### config.mk
export PLATFORM = sky130hd
export DESIGN_NAME = stuffed_frame_channel_decoder_core
export DESIGN_NICKNAME = d
export VERILOG_FILES = /design/src/hw/rtl/sfcd_pkg.sv /design/src/hw/rtl/sfcd_parser.sv /design/src/hw/rtl/stuffed_frame_channel_decoder_core.sv
export SDC_FILE = /design/constraint.sdc
export NUM_CORES = 1
export LEC_CHECK = 0
export BUFFER_PORTS_ARGS = -buffer_cell sky130_fd_sc_hd__buf_2
export CORE_MARGIN = 3
export CORE_UTILIZATION = 45
export CTS_BUF_LIST = sky130_fd_sc_hd__clkbuf_16
export DETAILED_ROUTE_END_ITERATION = 16
export HOLD_SLACK_MARGIN = 0.06
export SLEW_MARGIN = 20
export SYNTH_ARGS = -nofsm -noshare
export SYNTH_HDL_FRONTEND = slang
export SYNTH_HIERARCHICAL = 1
export SYNTH_SLANG_ARGS = --single-unit
### constraint.sdc
create_clock -name clock -period 4.45 [get_ports clock]
set_clock_uncertainty 0.2 [all_clocks]
set_input_delay 0.6675 -clock clock [delete_from_list [all_inputs] [get_ports clock]]
set_output_delay 0.6675 -clock clock [all_outputs]
set_load 0.1 [all_outputs]
### src/hw/rtl/sfcd_pkg.sv
// Shared types, constants and helpers of the stuffed frame channel decoder.
// No dependencies; used by the parser, the core and the checker.
`default_nettype none

package sfcd_pkg;

   localparam int NUM_CHANNELS = 8;
   localparam int PACKET_BYTES = 14;
   localparam int LINE_BYTES   = 32;
   localparam int MAX_RESULTS  = 8;
   localparam int CHAN_COUNT   = (NUM_CHANNELS < MAX_RESULTS) ? NUM_CHANNELS : MAX_RESULTS;

   localparam int COUNT_W = 6;
   localparam int ADDR_W  = $clog2(PACKET_BYTES);
   localparam int CSR_W   = 3;

   localparam logic [12:0] CHANNEL_OFFSET = 13'd1500;

   localparam logic [CSR_W-1:0] CSR_DELIMITER  = 3'd0;
   localparam logic [CSR_W-1:0] CSR_ESCAPE     = 3'd1;
   localparam logic [CSR_W-1:0] CSR_MASK       = 3'd2;
   localparam logic [CSR_W-1:0] CSR_FRAME_TYPE = 3'd3;

   localparam logic [7:0] RST_DELIMITER  = 8'd126;
   localparam logic [7:0] RST_ESCAPE     = 8'd125;
   localparam logic [7:0] RST_MASK       = 8'd32;
   localparam logic [7:0] RST_FRAME_TYPE = 8'd128;

   typedef enum logic [3:0] {
      MODE_IDLE  = 4'b0001,
      MODE_START = 4'b0010,
      MODE_FRAME = 4'b0100,
      MODE_ESC   = 4'b1000
   } mode_type;

   typedef enum logic [2:0] {
      SEQ_ACCEPT = 3'b001,
      SEQ_LOAD   = 3'b010,
      SEQ_EMIT   = 3'b100
   } seq_type;

   typedef struct packed {
      logic [7:0] delimiter;
      logic [7:0] escape;
      logic [7:0] mask;
      logic [7:0] frame_type;
   } cfg_type;

   typedef struct packed {
      mode_type   next_mode;
      logic       clear;
      logic       append;
      logic [7:0] data;
   } parse_type;

   function automatic logic [11:0] chan_raw(input logic odd, input logic [7:0] b0,
                                            input logic [7:0] b1, input logic [7:0] b2);
      logic [11:0] raw;
      if (odd) begin
         raw = {b2[3:0], b1[3:0], b2[7:4]};
      end else begin
         raw = {b1[7:4], b0};
      end
      return raw;
   endfunction

endpackage

`default_nettype wire

### src/hw/rtl/sfcd_parser.sv
// Delimiter and escape parser: decides the next mode and what to append for one byte.
// Depends on sfcd_pkg.
`default_nettype none

module sfcd_parser (
   input  wire sfcd_pkg::mode_type  mode,
   input  wire logic [7:0]          rx_byte,
   input  wire sfcd_pkg::cfg_type   cfg,
   output sfcd_pkg::parse_type      result
);

   logic is_delim;
   logic is_esc;
   logic is_stuffed;

   assign is_delim   = (rx_byte == cfg.delimiter);
   assign is_esc     = (rx_byte == cfg.escape);
   assign is_stuffed = (rx_byte == (cfg.escape ^ cfg.mask)) ||
                       (rx_byte == (cfg.delimiter ^ cfg.mask));

   always_comb begin
      result.next_mode = mode;
      result.clear     = 1'b0;
      result.append    = 1'b0;
      result.data      = rx_byte;
      case (mode)
         sfcd_pkg::MODE_IDLE: begin
            if (is_delim) begin
               result.clear     = 1'b1;
               result.next_mode = sfcd_pkg::MODE_START;
            end else begin
               result.append = 1'b1;
            end
         end
         sfcd_pkg::MODE_START: begin
            if (is_delim) begin
               result.clear     = 1'b1;
               result.next_mode = sfcd_pkg::MODE_FRAME;
            end else begin
               result.append = 1'b1;
            end
         end
         sfcd_pkg::MODE_FRAME: begin
            if (is_esc) begin
               result.next_mode = sfcd_pkg::MODE_ESC;
            end else if (is_delim) begin
               result.clear = 1'b1;
            end else begin
               result.append = 1'b1;
            end
         end
         default: begin
            if (is_stuffed) begin
               result.append    = 1'b1;
               result.data      = rx_byte ^ cfg.mask;
               result.next_mode = sfcd_pkg::MODE_FRAME;
            end else if (is_delim) begin
               result.clear     = 1'b1;
               result.next_mode = sfcd_pkg::MODE_FRAME;
            end else begin
               result.next_mode = sfcd_pkg::MODE_START;
            end
         end
      endcase
   end

endmodule

`default_nettype wire

### src/hw/rtl/stuffed_frame_channel_decoder_core.sv
// Top level of the stuffed frame channel decoder: frame store memory, checksum and
// channel output sequencer. Depends on sfcd_pkg and sfcd_parser.
// An input item is taken only while no frame is being loaded or emitted.
// After the byte that completes a good frame, the sequencer loads the first channel pair
// from the frame store and then registers the first result. Each pair is read from the
// store byte by byte before its two results go out; the store has a single read port.
// Synchronous reset clears the parse mode, write count, sequencer and output valid and
// restores the register defaults; the frame store is not cleared.
`default_nettype none

module stuffed_frame_channel_decoder_core (
   input  wire logic                         clock,
   input  wire logic                         reset,
   input  wire logic                         req_tvalid,
   output logic                              req_tready,
   input  wire logic [7:0]                   req_tdata,   // [7:0] rx_byte
   output logic                              rsp_tvalid,
   input  wire logic                         rsp_tready,
   output logic [15:0]                       rsp_tdata,   // [2:0] channel_index, [15:3] channel_value
   output logic                              rsp_tlast,   // last_channel
   input  wire logic                         csr_valid,
   output logic                              csr_ready,
   input  wire logic [sfcd_pkg::CSR_W-1:0]   csr_index,
   input  wire logic [7:0]                   csr_data
);

   localparam int CW = sfcd_pkg::COUNT_W;
   localparam int AW = sfcd_pkg::ADDR_W;

   sfcd_pkg::cfg_type   cfg_ff, cfg_in;
   sfcd_pkg::mode_type  mode_ff, mode_in;
   sfcd_pkg::seq_type   seq_ff, seq_in;
   sfcd_pkg::parse_type parse;

   logic [CW-1:0] count_ff, count_in;
   logic [7:0]    acc_ff, acc_in;
   logic [7:0]    type_ff, type_in;
   logic [1:0]    pair_ff, pair_in;
   logic          half_ff, half_in;
   logic [1:0]    step_ff, step_in;
   logic [7:0]    b0_ff, b0_in, b1_ff, b1_in, b2_ff, b2_in;

   logic          rsp_valid_ff, rsp_valid_in;
   logic [2:0]    rsp_index_ff, rsp_index_in;
   logic [12:0]   rsp_value_ff, rsp_value_in;
   logic          rsp_last_ff, rsp_last_in;

   logic [7:0]    store_mem [sfcd_pkg::PACKET_BYTES];
   logic [7:0]    rd_q_ff;
   logic          rd_zero_ff;
   logic [CW-1:0] rd_addr;
   logic [7:0]    rd_data;
   logic          wr_en;

   logic          accept;
   logic          do_append;
   logic          trigger;
   logic          check_ok;
   logic [2:0]    chan;
   logic          slot_free;
   logic [11:0]   raw;

   sfcd_parser u_parser (
      .mode    (mode_ff),
      .rx_byte (req_tdata),
      .cfg     (cfg_ff),
      .result  (parse)
   );

   assign csr_ready  = 1'b1;
   assign req_tready = (seq_ff == sfcd_pkg::SEQ_ACCEPT);
   assign accept     = req_tvalid && req_tready;
   assign rsp_tvalid = rsp_valid_ff;
   assign rsp_tdata  = {rsp_value_ff, rsp_index_ff};
   assign rsp_tlast  = rsp_last_ff;
   assign slot_free  = !rsp_valid_ff || rsp_tready;

   assign do_append = accept && !parse.clear && parse.append &&
                      (count_ff < CW'(sfcd_pkg::LINE_BYTES));
   assign wr_en     = do_append && (count_ff < CW'(sfcd_pkg::PACKET_BYTES));
   assign check_ok  = (acc_ff == parse.data) && (type_ff == cfg_ff.frame_type);

   assign rd_addr = CW'(1) + CW'({pair_ff, 1'b0}) + CW'(pair_ff) + CW'(step_ff);
   assign rd_data = rd_zero_ff ? 8'h00 : rd_q_ff;
   assign chan    = {pair_ff, half_ff};
   assign raw     = sfcd_pkg::chan_raw(half_ff, b0_ff, b1_ff, b2_ff);

   always_ff @(posedge clock) begin
      if (wr_en) begin
         store_mem[count_ff[AW-1:0]] <= parse.data;
      end
      rd_q_ff    <= store_mem[rd_addr[AW-1:0]];
      rd_zero_ff <= (rd_addr >= CW'(sfcd_pkg::PACKET_BYTES));
   end

   always_comb begin
      cfg_in = cfg_ff;
      if (csr_valid && csr_ready) begin
         case (csr_index)
            sfcd_pkg::CSR_DELIMITER:  cfg_in.delimiter  = csr_data;
            sfcd_pkg::CSR_ESCAPE:     cfg_in.escape     = csr_data;
            sfcd_pkg::CSR_MASK:       cfg_in.mask       = csr_data;
            sfcd_pkg::CSR_FRAME_TYPE: cfg_in.frame_type = csr_data;
            default:                  cfg_in = cfg_ff;
         endcase
      end
   end

   always_comb begin
      count_in = count_ff;
      acc_in   = acc_ff;
      type_in  = type_ff;
      if (accept && parse.clear) begin
         count_in = '0;
      end else if (do_append) begin
         count_in = count_ff + CW'(1);
         if (count_ff == '0) begin
            acc_in  = parse.data;
            type_in = parse.data;
         end else if (count_ff < CW'(sfcd_pkg::PACKET_BYTES - 1)) begin
            acc_in = acc_ff ^ parse.data;
         end
      end
      trigger = accept && (count_in == CW'(sfcd_pkg::PACKET_BYTES)) &&
                (count_ff != CW'(sfcd_pkg::PACKET_BYTES));
      mode_in = mode_ff;
      if (accept) begin
         mode_in = trigger ? sfcd_pkg::MODE_IDLE : parse.next_mode;
      end
   end

   always_comb begin
      seq_in       = seq_ff;
      pair_in      = pair_ff;
      half_in      = half_ff;
      step_in      = step_ff;
      b0_in        = b0_ff;
      b1_in        = b1_ff;
      b2_in        = b2_ff;
      rsp_valid_in = rsp_valid_ff && !rsp_tready;
      rsp_index_in = rsp_index_ff;
      rsp_value_in = rsp_value_ff;
      rsp_last_in  = rsp_last_ff;
      case (seq_ff)
         sfcd_pkg::SEQ_ACCEPT: begin
            if (trigger && check_ok) begin
               seq_in  = sfcd_pkg::SEQ_LOAD;
               pair_in = '0;
               half_in = 1'b0;
               step_in = '0;
            end
         end
         sfcd_pkg::SEQ_LOAD: begin
            step_in = step_ff + 2'd1;
            case (step_ff)
               2'd1:    b0_in = rd_data;
               2'd2:    b1_in = rd_data;
               2'd3: begin
                  b2_in  = rd_data;
                  seq_in = sfcd_pkg::SEQ_EMIT;
               end
               default: b0_in = b0_ff;
            endcase
         end
         sfcd_pkg::SEQ_EMIT: begin
            if (slot_free) begin
               rsp_valid_in = 1'b1;
               rsp_index_in = chan;
               rsp_value_in = {1'b0, raw} - sfcd_pkg::CHANNEL_OFFSET;
               rsp_last_in  = (chan == 3'(sfcd_pkg::CHAN_COUNT - 1));
               if (chan == 3'(sfcd_pkg::CHAN_COUNT - 1)) begin
                  seq_in = sfcd_pkg::SEQ_ACCEPT;
               end else if (half_ff) begin
                  seq_in  = sfcd_pkg::SEQ_LOAD;
                  pair_in = pair_ff + 2'd1;
                  half_in = 1'b0;
                  step_in = '0;
               end else begin
                  half_in = 1'b1;
               end
            end
         end
         default: seq_in = sfcd_pkg::SEQ_ACCEPT;
      endcase
   end

   always_ff @(posedge clock) begin
      if (reset) begin
         cfg_ff       <= '{delimiter:  sfcd_pkg::RST_DELIMITER,
                           escape:     sfcd_pkg::RST_ESCAPE,
                           mask:       sfcd_pkg::RST_MASK,
                           frame_type: sfcd_pkg::RST_FRAME_TYPE};
         mode_ff      <= sfcd_pkg::MODE_IDLE;
         seq_ff       <= sfcd_pkg::SEQ_ACCEPT;
         count_ff     <= '0;
         rsp_valid_ff <= 1'b0;
      end else begin
         cfg_ff       <= cfg_in;
         mode_ff      <= mode_in;
         seq_ff       <= seq_in;
         count_ff     <= count_in;
         rsp_valid_ff <= rsp_valid_in;
      end
   end

   always_ff @(posedge clock) begin
      acc_ff       <= acc_in;
      type_ff      <= type_in;
      pair_ff      <= pair_in;
      half_ff      <= half_in;
      step_ff      <= step_in;
      b0_ff        <= b0_in;
      b1_ff        <= b1_in;
      b2_ff        <= b2_in;
      rsp_index_ff <= rsp_index_in;
      rsp_value_ff <= rsp_value_in;
      rsp_last_ff  <= rsp_last_in;
   end

endmodule

`default_nettype wire

== Yosys cells after proc, flatten, opt, wreduce, memory -nomap -nowiden ==
Memories as Yosys holds them, arrays and structs flattened. A register that Yosys moved wholly into a read port is not among the register bits.
Cells that the tools add are included.
Widths: inputs -> output; s select.
Word-level totals
  latch bits: 0
  bits in writable memories: 112
  bits in registers: 109
  bits of input ports: 24
  memories kept: 1
  memory bits (read-only): 0
Cells by class
  $mul: 0
  reduce and logical (&&, ||, !) cells: 37
  $add $sub $neg: 7
  equality and inequality tests: 30
  shift operators: 0
  div/mod/pow operators: 0
  magnitude comparators: 4
  muxes and demuxes: 43
  bitwise logic cells: 5
Memories
  store_mem: words 14, width 8, rd ports 1, clocked after memory_dff 1, wr ports 1, line stuffed_frame_channel_decoder_core.sv:48  | logic [7:0] store_mem [sfcd_pkg::PACKET_BYTES];
Operator list (count)
  $eq 8x8->1: 6
  $mux 8: 4
  $xor 8x8->8: 4
  $mux 3: 6
  $pmux 6 s3: 1
  $mux 2: 8
  $reduce_and 2->1: 8
  $sub 12x11->13 const B: 1
  $lt 6x4->1 const B: 2
  $mux 12: 1
  $mux 4: 3
  $mux 6: 2
  $reduce_and 4->1: 3
  $logic_and 1x1->1: 11
  $mux 1: 11
  $mux 5: 2
  $reduce_and 5->1: 2
  $eq 3x2->1 const B: 3
  $mux 9: 1
  $ne 3x2->1 const B: 3
  $pmux 3 s3: 1
  $ne 2x2->1 const B: 4
  $add 5x2->6: 1
  $add 6x1->6 const B: 1
  28 further kinds: 37

== Depth between registers and ports, before layout ==
  depth after elaboration: 17
  mapped depth: 12
  mapped depth without buffers: 10

== Cells and area by module ==
Netlist, hierarchy kept.
By module, submodules not included
  stuffed_frame_channel_decoder_core: cells an instance 610, area an instance 9282.7 µm², times used 1
  sfcd_parser: cells an instance 97, area an instance 907.1 µm², times used 1

== Least setup slack after synthesis ==
Ideal clock, no wire load.
  path type: input -> register
  from: input port req_tdata[7]
  to: register pair_ff[0] (enable)
  arrival time: 3496 ps
  library setup time: 316 ps
  stages on the path: 12
  slack: 438 ps
  buffers on the path: 2
  path through: buf_2 > xnor3_1 > nand4_1 > o22a_1 > buf_6 > nor2_2 > xor2_1 > xor2_1 > nor4_1 > nand4_1 > or4_4 > a21oi_1
RTL lines
  start, declared: line stuffed_frame_channel_decoder_core.sv:16  | input wire logic [7:0] req_tdata,
  end signal, assigned: line stuffed_frame_channel_decoder_core.sv:209  | pair_ff <= pair_in;
  end, declared: line stuffed_frame_channel_decoder_core.sv:38  | logic [1:0] pair_ff, pair_in;

==> qor.csv <==
metric,value,unit
outcome,"complete, no violations",
Fmax,273,MHz
Post-synth ARST share,0,%
First-pass DRT Iterations,4,
Tcrit/Tclk final,82.2,%
Final Critical Period,3.66,ns
# diodes,0,
Tot GR Track Use,16.4,%
Avg Synthesized Cell Area,14.4,µm²
"Req. time, crit path",4.44,ns
CTS max path bufs,3,
detailed placement HPWL,13700,µm
DRT iter0 DRCs,370,
DR WL met2,9260,µm
largest net degree at the start of global routing,51,
DRT antenna net count,0,
wire length on met3,1010,µm
Pwr Density,419,nW/µm²
placed cells,1023,
input/output buffers,42,
layout cells sized above 1,21.9,%
Most used DFF post-synth,edfxtp_1,
Startpoint Class,flop,
CTS tree,built,
RSZ-0062 raised after global routing,no,
final setup TNS,0,ns
Cells after Synth,707,
critical path type,reg -> reg,
WL final,19900,µm
post-synthesis adder-cell area fraction,1.87,%
DR top layer,met4,
total of max-cap violations,0,
Util after Layout,52.8,%
Post-Layout Cell Count,1067,
max FFs per register,112,
first-pass GRT wire length,31600,µm
Post-CTS Setup Bufs,0,
worst min path class,in -> reg,
design area,11600,µm²
placed cell area,10800,µm²
Synth Register Bits,229,
worst hold slack,0.232,ns
depth of the most critical reg-to-reg path,10,
post-synthesis compound-gate area fraction,4.22,%
Crit. End Element,flop,
met1 WL,9350,µm
worst-skew pair later-pin latency,0.50,ns
post-synth top area share,51.3,%
Core Area,22000,µm²
actual transition at the worst max-transition pin,1.06,ns
H-Tree Depth,1,
syn nets,745,
Hold Path Cell Cnt,2,
Post-synth EDFFs,174,
CTS root buffer,clkbuf_16,
# IOs,44,
Critical Path AT,3.65,ns
Initial Util,46.3,%
Clock transition at path regs,0.06,ns
CTS buffer count,24,
vias per cell,5.42,
gpl congestion,0.819,
"IR drop worst, VDD",0.000227,V
vias in the first global route,5671,
Die Span X,156,µm
endpoints failing setup,0,
area grow syn2layout,14.2,%
DRC viols,0,
Lkg Pwr,4.14,nW
Die H,156,µm
post-synthesis sequential area ratio,62.1,%
DIE AREA,24500,µm²
main combinational cell family by area after synthesis,simple AND/OR/NAND/NOR gates,
cell taking the most area after synthesis,edfxtp_1,
Final Max Tran Viols,0,
YS warnings,6,
Rel. slew slack,29.3,%
Syn Std Cell Area,10200,µm²
total grt overflow,0,
Synth Area in Simple Gates,11.0,%
CP Max Fanout,11,
antenna violations before repair,0,
mean routed wirelength per cell,18.7,µm
cts hold-fix bufs,0,
mux cell area share after synthesis,9.86,%
post-synthesis xor/xnor area fraction,8.61,%
final hold vios,0,
Post-CTS Resized,0,
top post-synthesis cells by area,"edfxtp_1 (51%), dfxtp_1 (11%), mux4_2 (7.1%)",
Yosys cell types,61,
via count,5787,
nets,807,
Sink Count,229,
std cell rows,54,
[Yosys cell counts (2+ instances only)]
library cell / number
edfxtp_1: 174
nand3_1: 5
xnor3_1: 16
inv_1: 14
a211o_1: 7
nand4b_1: 2
nand2_1: 61
buf_1: 4
buf_2: 8
ha_1: 12
nand4_1: 8
a21oi_1: 25
nand2b_1: 8
and3_1: 2
a211oi_1: 3
buf_4: 2
and2_1: 3
nor4_1: 9
a21o_1: 2
o22ai_1: 2
a32o_1: 2
mux2_2: 11
nor2b_1: 20
o22a_1: 2
fa_1: 2
nor3b_1: 3
nor2_1: 45
o21ai_0: 8
nor3_1: 6
or3b_2: 4
mux2i_1: 16
a41oi_1: 2
or3_1: 2
o21a_1: 4
xor2_1: 36
buf_6: 3
nand3b_1: 15
xnor2_1: 23
mux4_2: 32
clkbuf_1: 21
a22oi_1: 2
nor2_2: 8
dfxtp_1: 55
[logic make-up after synthesis]
family                   Yosys count
flip-flops                       229
AND/OR/NAND/NOR                  212
XOR/XNOR                          75
AO/OA/AOI/OAI                     65
multiplexers                      59
buffers and inverters             52
adder cells (fa/ha/maj)           14
other                              1
[routing by layer]
layer	vias up	track usage, %
li1	2741	-
met1	2895	23.8
met2	126	26.3
met3	25	2.68
met4	0	3.50
met5	-	0
[worst max-delay path, stage by stage, from the launching register on]
cell and delay [ns]:
dfxtp_1 0.43, xnor3_1 0.26, nand4_1 0.13, o22a_1 0.43, nand2b_1 0.23, o21ai_0 0.14, nor2b_1 0.41, nand4b_1 0.15
o311a_1 0.19, or4_4 0.54, a21oi_1 0.25
[layout by cell type (no fill, tap or decap), drive strengths merged, types with 9 or more instances in the layout]
| cell type | synthesis | layout |
|---|---|---|
| clkinv | 0 | 10 |
| mux2i | 16 | 16 |
| nor4 | 9 | 9 |
| clkbuf | 21 | 25 |
| nand2 | 61 | 61 |
| nor2 | 53 | 53 |
| a21oi | 25 | 25 |
| nor2b | 20 | 20 |
| ha | 12 | 12 |
| mux4 | 32 | 32 |
| buf | 17 | 74 |
| edfxtp | 174 | 174 |
| xor2 | 36 | 36 |
| xnor2 | 23 | 23 |
| inv | 14 | 18 |
| xnor3 | 16 | 16 |
| dfxtp | 55 | 55 |
| mux2 | 11 | 11 |
| nand3b | 15 | 15 |
| nand2b | 9 | 9 |
[layout make-up]
| type | instances | area, µm² |
|---|---|---|
| inverters | 14 | 52.6 |
| clock buffers | 25 | 626 |
| fillers | 1803 | 10400 |
| flip-flops and latches | 229 | 6330 |
| well taps | 280 | 350 |
| repair buffers | 74 | 450 |
| multi-input cells | 426 | 3640 |
| clock inverters | 19 | 190 |
[report_power, final]
group / leakage (nW) / switching (mW) / internal, mW / total, mW
registers: 2.01 / 0.0487 / 2.39 / 2.44
logic: 1.72 / 0.240 / 0.158 / 0.398
clock network: 0.410 / 0.786 / 1.25 / 2.03
total: 4.14 / 1.07 / 3.80 / 4.87
[path summary, 6_finish.rpt]
check | from | end | slack [ns]
worst max-delay path | cfg_ff[15] | pair_ff[0] | 0.79
worst min-delay path | csr_data[2] | cfg_ff[26] | 0.23
worst max register to register | cfg_ff[15] | pair_ff[0] | 0.79
worst min register to register | cfg_ff[0] | cfg_ff[0] | 0.27
[through the flow]
| stage | setup WS [ns] | total power, mW |
|---|---|---|
| after global placement | 0.376 | 2.87 |
| after detailed placement | 0.320 | 2.88 |
| after global routing | 0.509 | 5.06 |
| after floorplan | 0.438 | 2.76 |
| final | 0.792 | 4.87 |
| after CTS | 0.754 | 4.93 |
No activity file was read; power rests on OpenSTA's default activity.
